==> src/hdl/pmtpid_pkg.sv <==
// ----------------------------------------------------------------------------
// PMT section PID extractor package
// Word types for the byte input and the PID result, MPEG-TS stream type codes
// and the fixed byte positions of the program map section header.
// ----------------------------------------------------------------------------
package pmtpid_pkg;

  typedef struct packed {
    logic [7:0] data_byte;
    logic       section_start;
  } pmtpid_in_t;

  typedef struct packed {
    logic [12:0] pid;
    logic        pid_kind;
  } pmtpid_out_t;

  // Result kinds.
  localparam logic KIND_VIDEO = 1'b0;
  localparam logic KIND_PCR   = 1'b1;

  // Configuration register indexes.
  localparam logic CFG_VIDEO_EN = 1'b0;
  localparam logic CFG_PCR_EN   = 1'b1;

  // Stream types reported as video.
  localparam logic [7:0] ST_MPEG1_VIDEO = 8'h01;
  localparam logic [7:0] ST_MPEG2_VIDEO = 8'h02;
  localparam logic [7:0] ST_MPEG4_VIDEO = 8'h10;
  localparam logic [7:0] ST_AVC_VIDEO   = 8'h1B;
  localparam logic [7:0] ST_AVS_VIDEO   = 8'h42;

  // Byte positions inside the section, counted from the first byte at zero.
  localparam logic [12:0] POS_LEN_HI  = 13'd1;
  localparam logic [12:0] POS_LEN_LO  = 13'd2;
  localparam logic [12:0] POS_CUR     = 13'd5;
  localparam logic [12:0] POS_PCR_HI  = 13'd8;
  localparam logic [12:0] POS_PCR_LO  = 13'd9;
  localparam logic [12:0] POS_PIL_HI  = 13'd10;
  localparam logic [12:0] POS_PIL_LO  = 13'd11;
  localparam logic [12:0] POS_LOOP    = 13'd12;
  localparam logic [12:0] HDR_OVERHEAD = 13'd13;
  // Last possible section byte: 2 + maximum section length.
  localparam logic [12:0] POS_MAX     = 13'd4097;

  function automatic logic is_video_type(input logic [7:0] st);
    return (st == ST_MPEG1_VIDEO) || (st == ST_MPEG2_VIDEO) ||
           (st == ST_MPEG4_VIDEO) || (st == ST_AVC_VIDEO) ||
           (st == ST_AVS_VIDEO);
  endfunction

endpackage

==> src/hdl/pmt_section_pid_extractor.sv <==
// ----------------------------------------------------------------------------
// PMT section PID extractor
// Parses a program map section byte by byte and reports video elementary
// PIDs and a separate PCR PID.
// ----------------------------------------------------------------------------
// The block takes one section byte per clock cycle while the result register
// is empty or being emptied, and answers each byte with at most one PID word
// in the next cycle; while the receiver stalls a held word, bytes wait, else
// a stream of bytes runs at a full byte per cycle. All header and loop
// tracking state in the state registers is updated once per byte. A byte flagged as
// section start opens a new section and drops any section in progress. Video
// PIDs (stream types 0x01, 0x02, 0x10, 0x1B, 0x42) come out as each loop
// entry's fifth header byte arrives; the PCR PID comes out on the last
// section byte if no entry carried it. Sections that are not current report
// nothing.
module pmt_section_pid_extractor
  import pmtpid_pkg::*;
(
  input  logic        clk_i,
  input  logic        rst_ni,
  input  logic        in_valid_i,
  output logic        in_ready_o,
  input  pmtpid_in_t  in_data_i,
  output logic        out_valid_o,
  input  logic        out_ready_i,
  output pmtpid_out_t out_data_o,
  input  logic        cfg_we_i,
  input  logic        cfg_idx_i,
  input  logic        cfg_data_i
);

  // Position inside one loop entry.
  localparam logic [2:0] OFS_TYPE    = 3'd0;
  localparam logic [2:0] OFS_PID_HI  = 3'd1;
  localparam logic [2:0] OFS_PID_LO  = 3'd2;
  localparam logic [2:0] OFS_INFO_HI = 3'd3;
  localparam logic [2:0] OFS_INFO_LO = 3'd4;
  localparam logic [2:0] OFS_DESC    = 3'd5;

  logic        video_en_q, pcr_en_q;
  logic [12:0] pos_q, pos_d;
  logic        active_q, active_d;
  logic        cur_q, cur_d;
  logic [11:0] sec_len_q, sec_len_d;
  logic [12:0] pcr_q, pcr_d;
  logic [11:0] pil_q, pil_d;
  logic [12:0] loop_q, loop_d;
  logic [2:0]  ofs_q, ofs_d;
  logic [7:0]  st_q, st_d;
  logic [12:0] epid_q, epid_d;
  logic [11:0] eil_q, eil_d;
  logic        matched_q, matched_d;

  logic        out_valid_q;
  pmtpid_out_t out_q;
  logic        res_valid;
  pmtpid_out_t res;
  logic        in_fire;
  logic        stop;
  logic [11:0] eil_dec;
  logic [12:0] loop_need;
  logic [7:0]  b;

  assign in_ready_o  = !out_valid_q || out_ready_i;
  assign in_fire     = in_valid_i && in_ready_o;
  assign out_valid_o = out_valid_q;
  assign out_data_o  = out_q;
  assign b           = in_data_i.data_byte;

  always_ff @(posedge clk_i or negedge rst_ni) begin
    if (!rst_ni) begin
      video_en_q <= 1'b1;
      pcr_en_q   <= 1'b1;
    end else if (cfg_we_i) begin
      unique case (cfg_idx_i)
        CFG_VIDEO_EN: video_en_q <= cfg_data_i;
        CFG_PCR_EN:   pcr_en_q   <= cfg_data_i;
        default: ;
      endcase
    end
  end

  always_comb begin
    pos_d     = pos_q;
    active_d  = active_q;
    cur_d     = cur_q;
    sec_len_d = sec_len_q;
    pcr_d     = pcr_q;
    pil_d     = pil_q;
    loop_d    = loop_q;
    ofs_d     = ofs_q;
    st_d      = st_q;
    epid_d    = epid_q;
    eil_d     = eil_q;
    matched_d = matched_q;
    res_valid = 1'b0;
    res       = '0;
    stop      = 1'b0;
    eil_dec   = eil_q;
    loop_need = HDR_OVERHEAD + {1'b0, pil_q};

    if (in_fire) begin
      if (in_data_i.section_start) begin
        pos_d     = '0;
        active_d  = 1'b1;
        cur_d     = 1'b0;
        sec_len_d = '0;
        pcr_d     = '0;
        pil_d     = '0;
        loop_d    = '0;
        ofs_d     = OFS_TYPE;
        st_d      = '0;
        epid_d    = '0;
        eil_d     = '0;
        matched_d = 1'b0;
      end else if (active_q) begin
        pos_d = pos_q + 13'd1;

        unique case (pos_d)
          POS_LEN_HI: sec_len_d = {b[3:0], 8'h00};
          POS_LEN_LO: sec_len_d = sec_len_q | {4'h0, b};
          POS_CUR: begin
            cur_d = b[0];
            if (!b[0]) begin
              active_d = 1'b0;
              stop     = 1'b1;
            end
          end
          POS_PCR_HI: pcr_d = {b[4:0], 8'h00};
          POS_PCR_LO: pcr_d = pcr_q | {5'h00, b};
          POS_PIL_HI: pil_d = {b[3:0], 8'h00};
          POS_PIL_LO: begin
            pil_d     = pil_q | {4'h0, b};
            loop_need = HDR_OVERHEAD + {1'b0, pil_d};
            // A negative loop length clamps to zero.
            if ({1'b0, sec_len_q} >= loop_need) begin
              loop_d = {1'b0, sec_len_q} - loop_need;
            end else begin
              loop_d = '0;
            end
          end
          default: ;
        endcase

        if (!stop) begin
          // Elementary stream loop, after the program descriptors.
          if (pos_d >= POS_LOOP && pos_d >= POS_LOOP + {1'b0, pil_q} &&
              loop_q != '0) begin
            loop_d = loop_q - 13'd1;
            if (ofs_q == OFS_DESC) begin
              if (eil_q != '0) begin
                eil_dec = eil_q - 12'd1;
              end
              eil_d = eil_dec;
              if (eil_dec == '0) begin
                ofs_d = OFS_TYPE;
              end
            end else begin
              case (ofs_q)
                OFS_TYPE:    st_d   = b;
                OFS_PID_HI:  epid_d = {b[4:0], 8'h00};
                OFS_PID_LO:  epid_d = epid_q | {5'h00, b};
                OFS_INFO_HI: eil_d  = {b[3:0], 8'h00};
                default: begin
                  eil_d = eil_q | {4'h0, b};
                  if (is_video_type(st_q) && video_en_q) begin
                    res_valid    = 1'b1;
                    res.pid      = epid_q;
                    res.pid_kind = KIND_VIDEO;
                  end
                  if (epid_q == pcr_q) begin
                    matched_d = 1'b1;
                  end
                end
              endcase
              if (ofs_q < OFS_INFO_LO) begin
                ofs_d = ofs_q + 3'd1;
              end else begin
                ofs_d = (eil_d == '0) ? OFS_TYPE : OFS_DESC;
              end
            end
          end

          // Last byte of the section.
          if (pos_d >= POS_LEN_LO && pos_d == POS_LEN_LO + {1'b0, sec_len_d}) begin
            active_d = 1'b0;
            if (pos_d >= POS_PCR_LO && cur_d && !matched_d && pcr_en_q && !res_valid) begin
              res_valid    = 1'b1;
              res.pid      = pcr_d;
              res.pid_kind = KIND_PCR;
            end
          end
        end
      end
    end
  end

  always_ff @(posedge clk_i or negedge rst_ni) begin
    if (!rst_ni) begin
      pos_q     <= '0;
      active_q  <= 1'b0;
      cur_q     <= 1'b0;
      sec_len_q <= '0;
      pcr_q     <= '0;
      pil_q     <= '0;
      loop_q    <= '0;
      ofs_q     <= OFS_TYPE;
      st_q      <= '0;
      epid_q    <= '0;
      eil_q     <= '0;
      matched_q <= 1'b0;
    end else begin
      pos_q     <= pos_d;
      active_q  <= active_d;
      cur_q     <= cur_d;
      sec_len_q <= sec_len_d;
      pcr_q     <= pcr_d;
      pil_q     <= pil_d;
      loop_q    <= loop_d;
      ofs_q     <= ofs_d;
      st_q      <= st_d;
      epid_q    <= epid_d;
      eil_q     <= eil_d;
      matched_q <= matched_d;
    end
  end

  // Result register: the next byte is taken while this word is taken.
  always_ff @(posedge clk_i or negedge rst_ni) begin
    if (!rst_ni) begin
      out_valid_q <= 1'b0;
    end else if (in_fire) begin
      out_valid_q <= res_valid;
    end else if (out_ready_i) begin
      out_valid_q <= 1'b0;
    end
  end

  always_ff @(posedge clk_i) begin
    if (in_fire && res_valid) begin
      out_q <= res;
    end
  end

  // A new word only ever follows an accepted byte.
  assert property (@(posedge clk_i) disable iff (!rst_ni)
    $rose(out_valid_o) |-> $past(in_fire))
    else $error("result word appeared without an accepted byte");

  // A PCR report closes the section.
  assert property (@(posedge clk_i) disable iff (!rst_ni)
    (in_fire && res_valid && res.pid_kind == KIND_PCR) |=> !active_q)
    else $error("section still open after PCR report");

  // An open section never runs past its longest possible length.
  assert property (@(posedge clk_i) disable iff (!rst_ni)
    active_q |-> pos_q <= POS_MAX)
    else $error("byte position beyond section end");

  // Entry offset stays within the entry layout.
  assert property (@(posedge clk_i) disable iff (!rst_ni)
    ofs_q <= OFS_DESC)
    else $error("entry offset out of range");

endmodule

==> config.mk <==
export PLATFORM = sky130hd
export DESIGN_NAME = pmt_section_pid_extractor
export DESIGN_NICKNAME = d
export VERILOG_FILES = /design/src/hdl/pmtpid_pkg.sv /design/src/hdl/pmt_section_pid_extractor.sv
export SDC_FILE = /design/constraint.sdc
export NUM_CORES = 1
export LEC_CHECK = 0
export ABC_AREA = 1
export ABC_CLOCK_PERIOD_IN_PS = 5550
export BUFFER_PORTS_ARGS = -buffer_cell sky130_fd_sc_hd__buf_2
export CORE_MARGIN = 3
export CORE_UTILIZATION = 64
export CTS_CLUSTER_DIAMETER = 30
export CTS_CLUSTER_SIZE = 24
export DETAILED_ROUTE_END_ITERATION = 10
export GPL_TIMING_DRIVEN = 0
export PLACE_DENSITY = 0.91
export SYNTH_ARGS = -nofsm -noshare
export SYNTH_HDL_FRONTEND = slang
export SYNTH_SLANG_ARGS = --single-unit
export TNS_END_PERCENT = 20
==> constraint.sdc <==
create_clock -name clk_i -period 5.55 [get_ports clk_i]
set_input_delay 0.8325 -clock clk_i [delete_from_list [all_inputs] [get_ports clk_i]]
set_output_delay 0.8325 -clock clk_i [all_outputs]
set_load 0.05 [all_outputs]
# --- After elaboration in Yosys (flattened, before gate mapping) ---
# Index checks and enable logic that the tools add are counted.
classes:
  n_mul: 0
  n_mux: 109
  shift: 0
  eq_ne: 21
  magnitude_cmp: 6
  n_addsub: 8
  reduce_logical: 41
  div: 0
  bitwise: 8
op_table:
  columns: ["op", "n"]
  rows:
  - ["12-bit two-way mux", 25]
  - ["13-bit two-way mux", 15]
  - ["14-bit two-way mux", 6]
  - ["12-bit one-hot mux with 2 select lines", 3]
  - ["13-bit by 4-bit == test with 1-bit output (second input constant)", 4]
  - ["13-bit one-hot mux with 2 select lines", 2]
  - ["8-bit two-way mux", 6]
  - ["1-bit two-way mux", 44]
  - ["12-bit by 8-bit OR with 12-bit output", 3]
  - ["4-bit by 12-bit adder with 13-bit output (first input constant)", 2]
  - ["13-bit == test", 2]
  - ["13-bit by 4-bit greater-or-equal comparator with 1-bit output (second input constant)", 2]
  - ["13-bit by 8-bit OR with 13-bit output", 2]
  - ["12-bit zero test", 2]
  - ["3-bit two-way mux", 8]
  - ["8-bit by 5-bit == test with 1-bit output (second input constant)", 2]
  - ["13-bit by 1-bit adder with 13-bit output (second input constant)", 1]
  - ["2-bit by 12-bit adder with 13-bit output (first input constant)", 1]
  - ["13-bit by 1-bit == test with 1-bit output (second input constant)", 1]
  - ["13-bit by 2-bit == test with 1-bit output (second input constant)", 1]
  - ["13-bit by 3-bit == test with 1-bit output (second input constant)", 1]
  - ["12-bit by 13-bit greater-or-equal comparator with 1-bit output", 1]
  - ["13-bit greater-or-equal comparator", 1]
  - ["13-bit by 2-bit greater-or-equal comparator with 1-bit output (second input constant)", 1]
  - ["other kinds (29)", 57]
totals:
  romBits: 0
  mem_count: 0
  latchBits: 0
  in_bits: 16
  mem_bits_rw: 0
  out_inout_bits: 16
  register_bits: 119
  wordCells: 210

# --- Logic depth before layout (Yosys ltp) ---
depth:
  depth_word: 23
  depth_mapped: 30
  depth_no_buf: 29

# --- Least setup slack after synthesis ---
# No wires, ideal clock.
synth_timing:
  path_type: "reg-to-reg"
  from: "reg pos_q[1]"
  to: "reg out_q (netlist bit out_data_o[0]) (enable)"
  stages_incl_launch_ff: 25
  required_ns: 5.189
  setup_time_ns: 0.361
  n_path_buf: 1
  synth_period_minus_slack_ns: 3.969
  arrival_time_ns: 3.608
  path_slack_ns: 1.581
  path_cell_list: "dfrtp_1 > ha_1 > or2_2 > nand2_1 > nand3_1 > nor3_2 > inv_2 > nor2_4 > nand2_4 > buf_12 > nand2_4 > inv_1 > ha_1 > xnor2_1 > a31oi_1 > nand2_1 > nor2_1 > nand2_1 > nor2_1 > nand2_1 > nor2_2 > nand3_2 > nor2_4 > inv_1 > nand2_1"
synth_via:
  elab_chain_cells: 20
  elab_cells_between_ends: 48
  cone_classes: "2 x add/sub; 4 x order compare; 4 x eq/ne; 28 x mux; 10 x reduce/logical"
synth_rtl:
  columns: ["item", "line", "text"]
  rows:
  - ["start, declared", "pmt_section_pid_extractor.sv:41", "logic [12:0] pos_q, pos_d;"]
  - ["start signal, assigned", "pmt_section_pid_extractor.sv:213", "pos_q <= pos_d;"]
  - ["13-bit by 1-bit adder with 13-bit output (*)", "pmt_section_pid_extractor.sv:117", "pos_d = pos_q + 13'd1;"]
  - ["branches (longest 14 deep; another with 2-bit by 12-bit adder with 13-bit output)", null, null]
  - ["1-bit two-way mux (*)", "pmt_section_pid_extractor.sv:145", "if (!stop) begin"]
  - ["1-bit two-way mux (*)", "pmt_section_pid_extractor.sv:116", "end else if (active_q) begin"]
  - ["1-bit two-way mux (*)", "pmt_section_pid_extractor.sv:103", "if (in_data_i.section_start) begin"]
  - ["1-bit two-way mux (*)", "pmt_section_pid_extractor.sv:102", "if (in_fire) begin"]
  - ["1-bit logical AND (*)", "pmt_section_pid_extractor.sv:240", "if (in_fire && res_valid) begin"]
  - ["end signal, assigned", "pmt_section_pid_extractor.sv:241", "out_q <= res;"]
  - ["end, declared", "pmt_section_pid_extractor.sv:55", "pmtpid_out_t out_q;"]
# Every way passes the cells marked *. The select of a mux whose other input is x is not followed.
# A chain may end at the register's enable or synchronous reset.

# --- Worst setup path in the final report ---
layout_timing:
  from: "reg pos_q[1]"
  to: "reg out_q (netlist bit out_data_o[10]) (enable)"
# Same word-level chain as after synthesis.

==> flow_metrics.env <==
export IMPL_status="completed"
export IMPL_crit_fanout=14
export IMPL_post_route_drc_count=0
export IMPL_hold_violations=0
export IMPL_grt_pass1_vias=8843
export IMPL_die_area_sq_um=15500
export IMPL_yosys_warnings=0
export IMPL_fin_setup_tns_ns=0
export IMPL_firstDrtPassIters=9
export IMPL_critPathMaxStageDelay_ns=0.48
export IMPL_max_freq_ghz=0.200
export IMPL_core_area_sq_um=13500
export IMPL_p_per_area_nw_per_um2=411
export IMPL_yosysTopAreaCell="dfrtp_1"
export IMPL_final_max_slew_viol_count=0
export IMPL_setup_viol=0
export IMPL_htreeDepth=4
export IMPL_multi_input_area_sq_um=5110
export IMPL_ys_seq_elements=119
export IMPL_cts_setup_buffers=0
export IMPL_dr_total_vias=9170
export IMPL_synth_ff_type="dfrtp_1"
export IMPL_row_count=42
export IMPL_fillCellCount=1006
export IMPL_ctsHoldBuffers=0
export IMPL_nets=1353
export IMPL_path_class="flop to flop"
export IMPL_finClkSkew_ns=0.0119
export IMPL_antenna_found_initial=0
export IMPL_drt_initial_drc_count=1171
export IMPL_ant_nets=0
export IMPL_cts_tree="built"
export IMPL_cts_inserted_buffers=17
export IMPL_cp_common_cell="nand2_1"
export IMPL_cts_sinks=119
export IMPL_grt_max_degree=64
export IMPL_syn_area_sq_um=8990
export IMPL_ir_drop_mv=0.231
export IMPL_antenna_cells=0
export IMPL_leakage_nw=4.84
export IMPL_io_buffers=31
export IMPL_dp_hpwl_mm=19.3
export IMPL_start_kind="flop"
export IMPL_rsz0062_at_grt="false"
export IMPL_die_w_microns=125
export IMPL_avgViaCountPerCell=6.17
export IMPL_layout_cells_non_filler=1487
export IMPL_clk_latency_ns=0.43
export IMPL_grt_total_usage=0.339
export IMPL_end_kind="flop"
export IMPL_synth_top_area_share=0.287
export IMPL_crit_slowest_cell="dfrtp_1"
export IMPL_r2r_worst_path_cells=23
export IMPL_ctsRootBufferMaster="clkbuf_16"
export IMPL_crit_chain="ha_1 -> or2_2 -> nand2_1 -> inv_1 -> ha_1 -> nand2_1 -> inv_1 -> nand3_1 -> nor2_1 -> o21bai_1 -> nand2_1 -> nand2_1 -> nand4_1 -> o2111ai_1 -> nand2_1 -> nand2_1 -> nand2_1 -> nand3_1 -> inv_1 -> nand3b_1 -> nor2_1 -> inv_1 -> nand2_1"
export IMPL_ios=32
export IMPL_cp_depth=23
export IMPL_die_y_microns=125
export IMPL_synthTopCellsByArea="dfrtp_1 29%, nand2_1 13%, inv_1 7.0%"
export IMPL_critPathTopFamily="simple AND/OR/NAND/NOR gates"
export IMPL_worst_pin_slew_ns=1.23
export IMPL_clock_path_buffers=2
export IMPL_critPathBufInv=4
export IMPL_synth_edf_count=14
export IMPL_wl_per_cell_microns=17.6
export IMPL_area_growth_pct=10.9
export IMPL_avgSynthCellArea_sq_um=7.20
export IMPL_async_reset_ff_frac=0.882
export IMPL_place_congestion=0.987
export IMPL_synthDistinctLibCells=58
export IMPL_drt_total_wl_mm=26.2
export IMPL_grt_first_pass_wirelength_mm=43.0
export IMPL_dp_cells=1456
export IMPL_cts_resized_gates=0
export IMPL_final_common_cell="nand2_1"
export IMPL_ys_seq_area_frac=0.339
export IMPL_layout_min_cycle_time_ns=5.01
export IMPL_layout_area_seq_sq_um=3050
export IMPL_synthesis_nets=1302
export IMPL_clk_pin_slew_worst_paths_ns=0.06
export IMPL_hp_class="primary input to async pin"
export IMPL_post_route_period_util=0.902
export IMPL_netlist_instances=1248
export IMPL_slew_headroom=0.173
export IMPL_maxCapViolCount=0
export IMPL_grt_overflow_total=0
export IMPL_required_ns=5.61
export IMPL_drive_gt1_frac=0.108
export IMPL_final_cell_mix="310 x nand2_1, 167 x inv_1, 103 x dfrtp_1"
export IMPL_critPathArrivalTime_ns=5.06
export IMPL_start_util=0.666
==> where the power goes <==
group,switching [W],internal (W)
Sequential,0.000159,0.00103
Combinational,0.00121,0.000610
Clock,0.000416,0.000662
Total,0.00179,0.00231
==> stage by stage <==
stage	util	setup slack [ns]	hold WS (ns)	area (sq um)	total power, W
4_1_cts	0.738	0.723	0.432	9970	0.00404
3_5_place_dp	0.696	0.766	0.475	9400	0.00294
3_3_place_gp	0.693	0.838	0.465	9370	0.00287
6_report	0.738	0.544	0.410	9970	0.00410
5_1_grt	0.738	0.185	0.451	9970	0.00435
2_1_floorplan	-	1.58	0.447	8990	0.00251
==> path summary, 6_finish.rpt <==
| kind | start | to | slack [ns] |
|---|---|---|---|
| max | pos_q[1] | out_data_o[10] | 0.54 |
| min | rst_ni | eil_q[1] | 0.41 |
| max reg2reg | pos_q[1] | out_data_o[10] | 0.54 |
| min reg2reg | cur_q | cur_q | 0.49 |
| max in group asynchronous | rst_ni | pcr_q[8] | 4.41 |
| min in group clk_i | cur_q | cur_q | 0.49 |
==> routing by layer <==
layer / track usage / up-vias / wire length (microns)
met2: 0.547 / 573 / 12000
met5: 0 / - / 0
met1: 0.430 / 4189 / 10100
met4: 0.169 / 0 / 1340
li1: - / 4278 / -
met3: 0.0750 / 130 / 2760
==> worst register-to-register path: stages (launching register included) <==
cell and delay, ns:
dfrtp_1 0.48, ha_1 0.33, or2_2 0.30, nand2_1 0.25
inv_1 0.17, ha_1 0.34, nand2_1 0.07, inv_1 0.09
nand3_1 0.07, nor2_1 0.09, o21bai_1 0.08, nand2_1 0.06
nand2_1 0.04, nand4_1 0.06, o2111ai_1 0.09, nand2_1 0.08
nand2_1 0.05, nand2_1 0.11, nand3_1 0.18, inv_1 0.31
nand3b_1 0.31, nor2_1 0.48, inv_1 0.14, nand2_1 0.45
==> Yosys cell counts (all sizes together) (8+ instances only) <==
cell type / number
ha: 37
nand4: 30
o211ai: 10
clkbuf: 16
nand3: 108
inv: 178
a31oi: 8
xnor2: 8
a21oi: 31
nor3: 14
o2111ai: 8
nor4: 10
xor2: 42
nand2: 336
nor2: 89
o22ai: 39
edfxtp: 14
dfrtp: 103
buf: 11
o21ai: 98
o31ai: 8
a21boi: 10
==> area by class of cell <==
| cell class | instances | share of cell area |
|---|---|---|
| multi-input combinational | 919 | 0.512 |
| inverter | 182 | 0.0687 |
| buffer | 28 | 0.0143 |
| clock inverter | 10 | 0.00966 |
| clock buffer | 21 | 0.0483 |
| sequential | 119 | 0.306 |
| tap | 176 | 0.0221 |
| timing repair buffer | 32 | 0.0186 |
==> cell families after synthesis <==
logic type,Yosys count,share of synthesized area
AO/OA/AOI/OAI,232,0.154
XOR/XNOR,50,0.0495
adder cells (fa/ha/maj),38,0.0537
buffers and inverters,210,0.0921
flip-flops,119,0.339
AND/OR/NAND/NOR,599,0.311
==> sequential cells by signal, summed over array words and instances, names as in the netlist, 3 cells and up <==
register and cells:
ofs_q 3, pcr_q 13, out_data_o 14, sec_len_q 12, pil_q 12, pos_q 13
epid_q 13, eil_q 12, loop_q 13, st_q 8
Note: power is estimated with default switching activity, not from simulation.
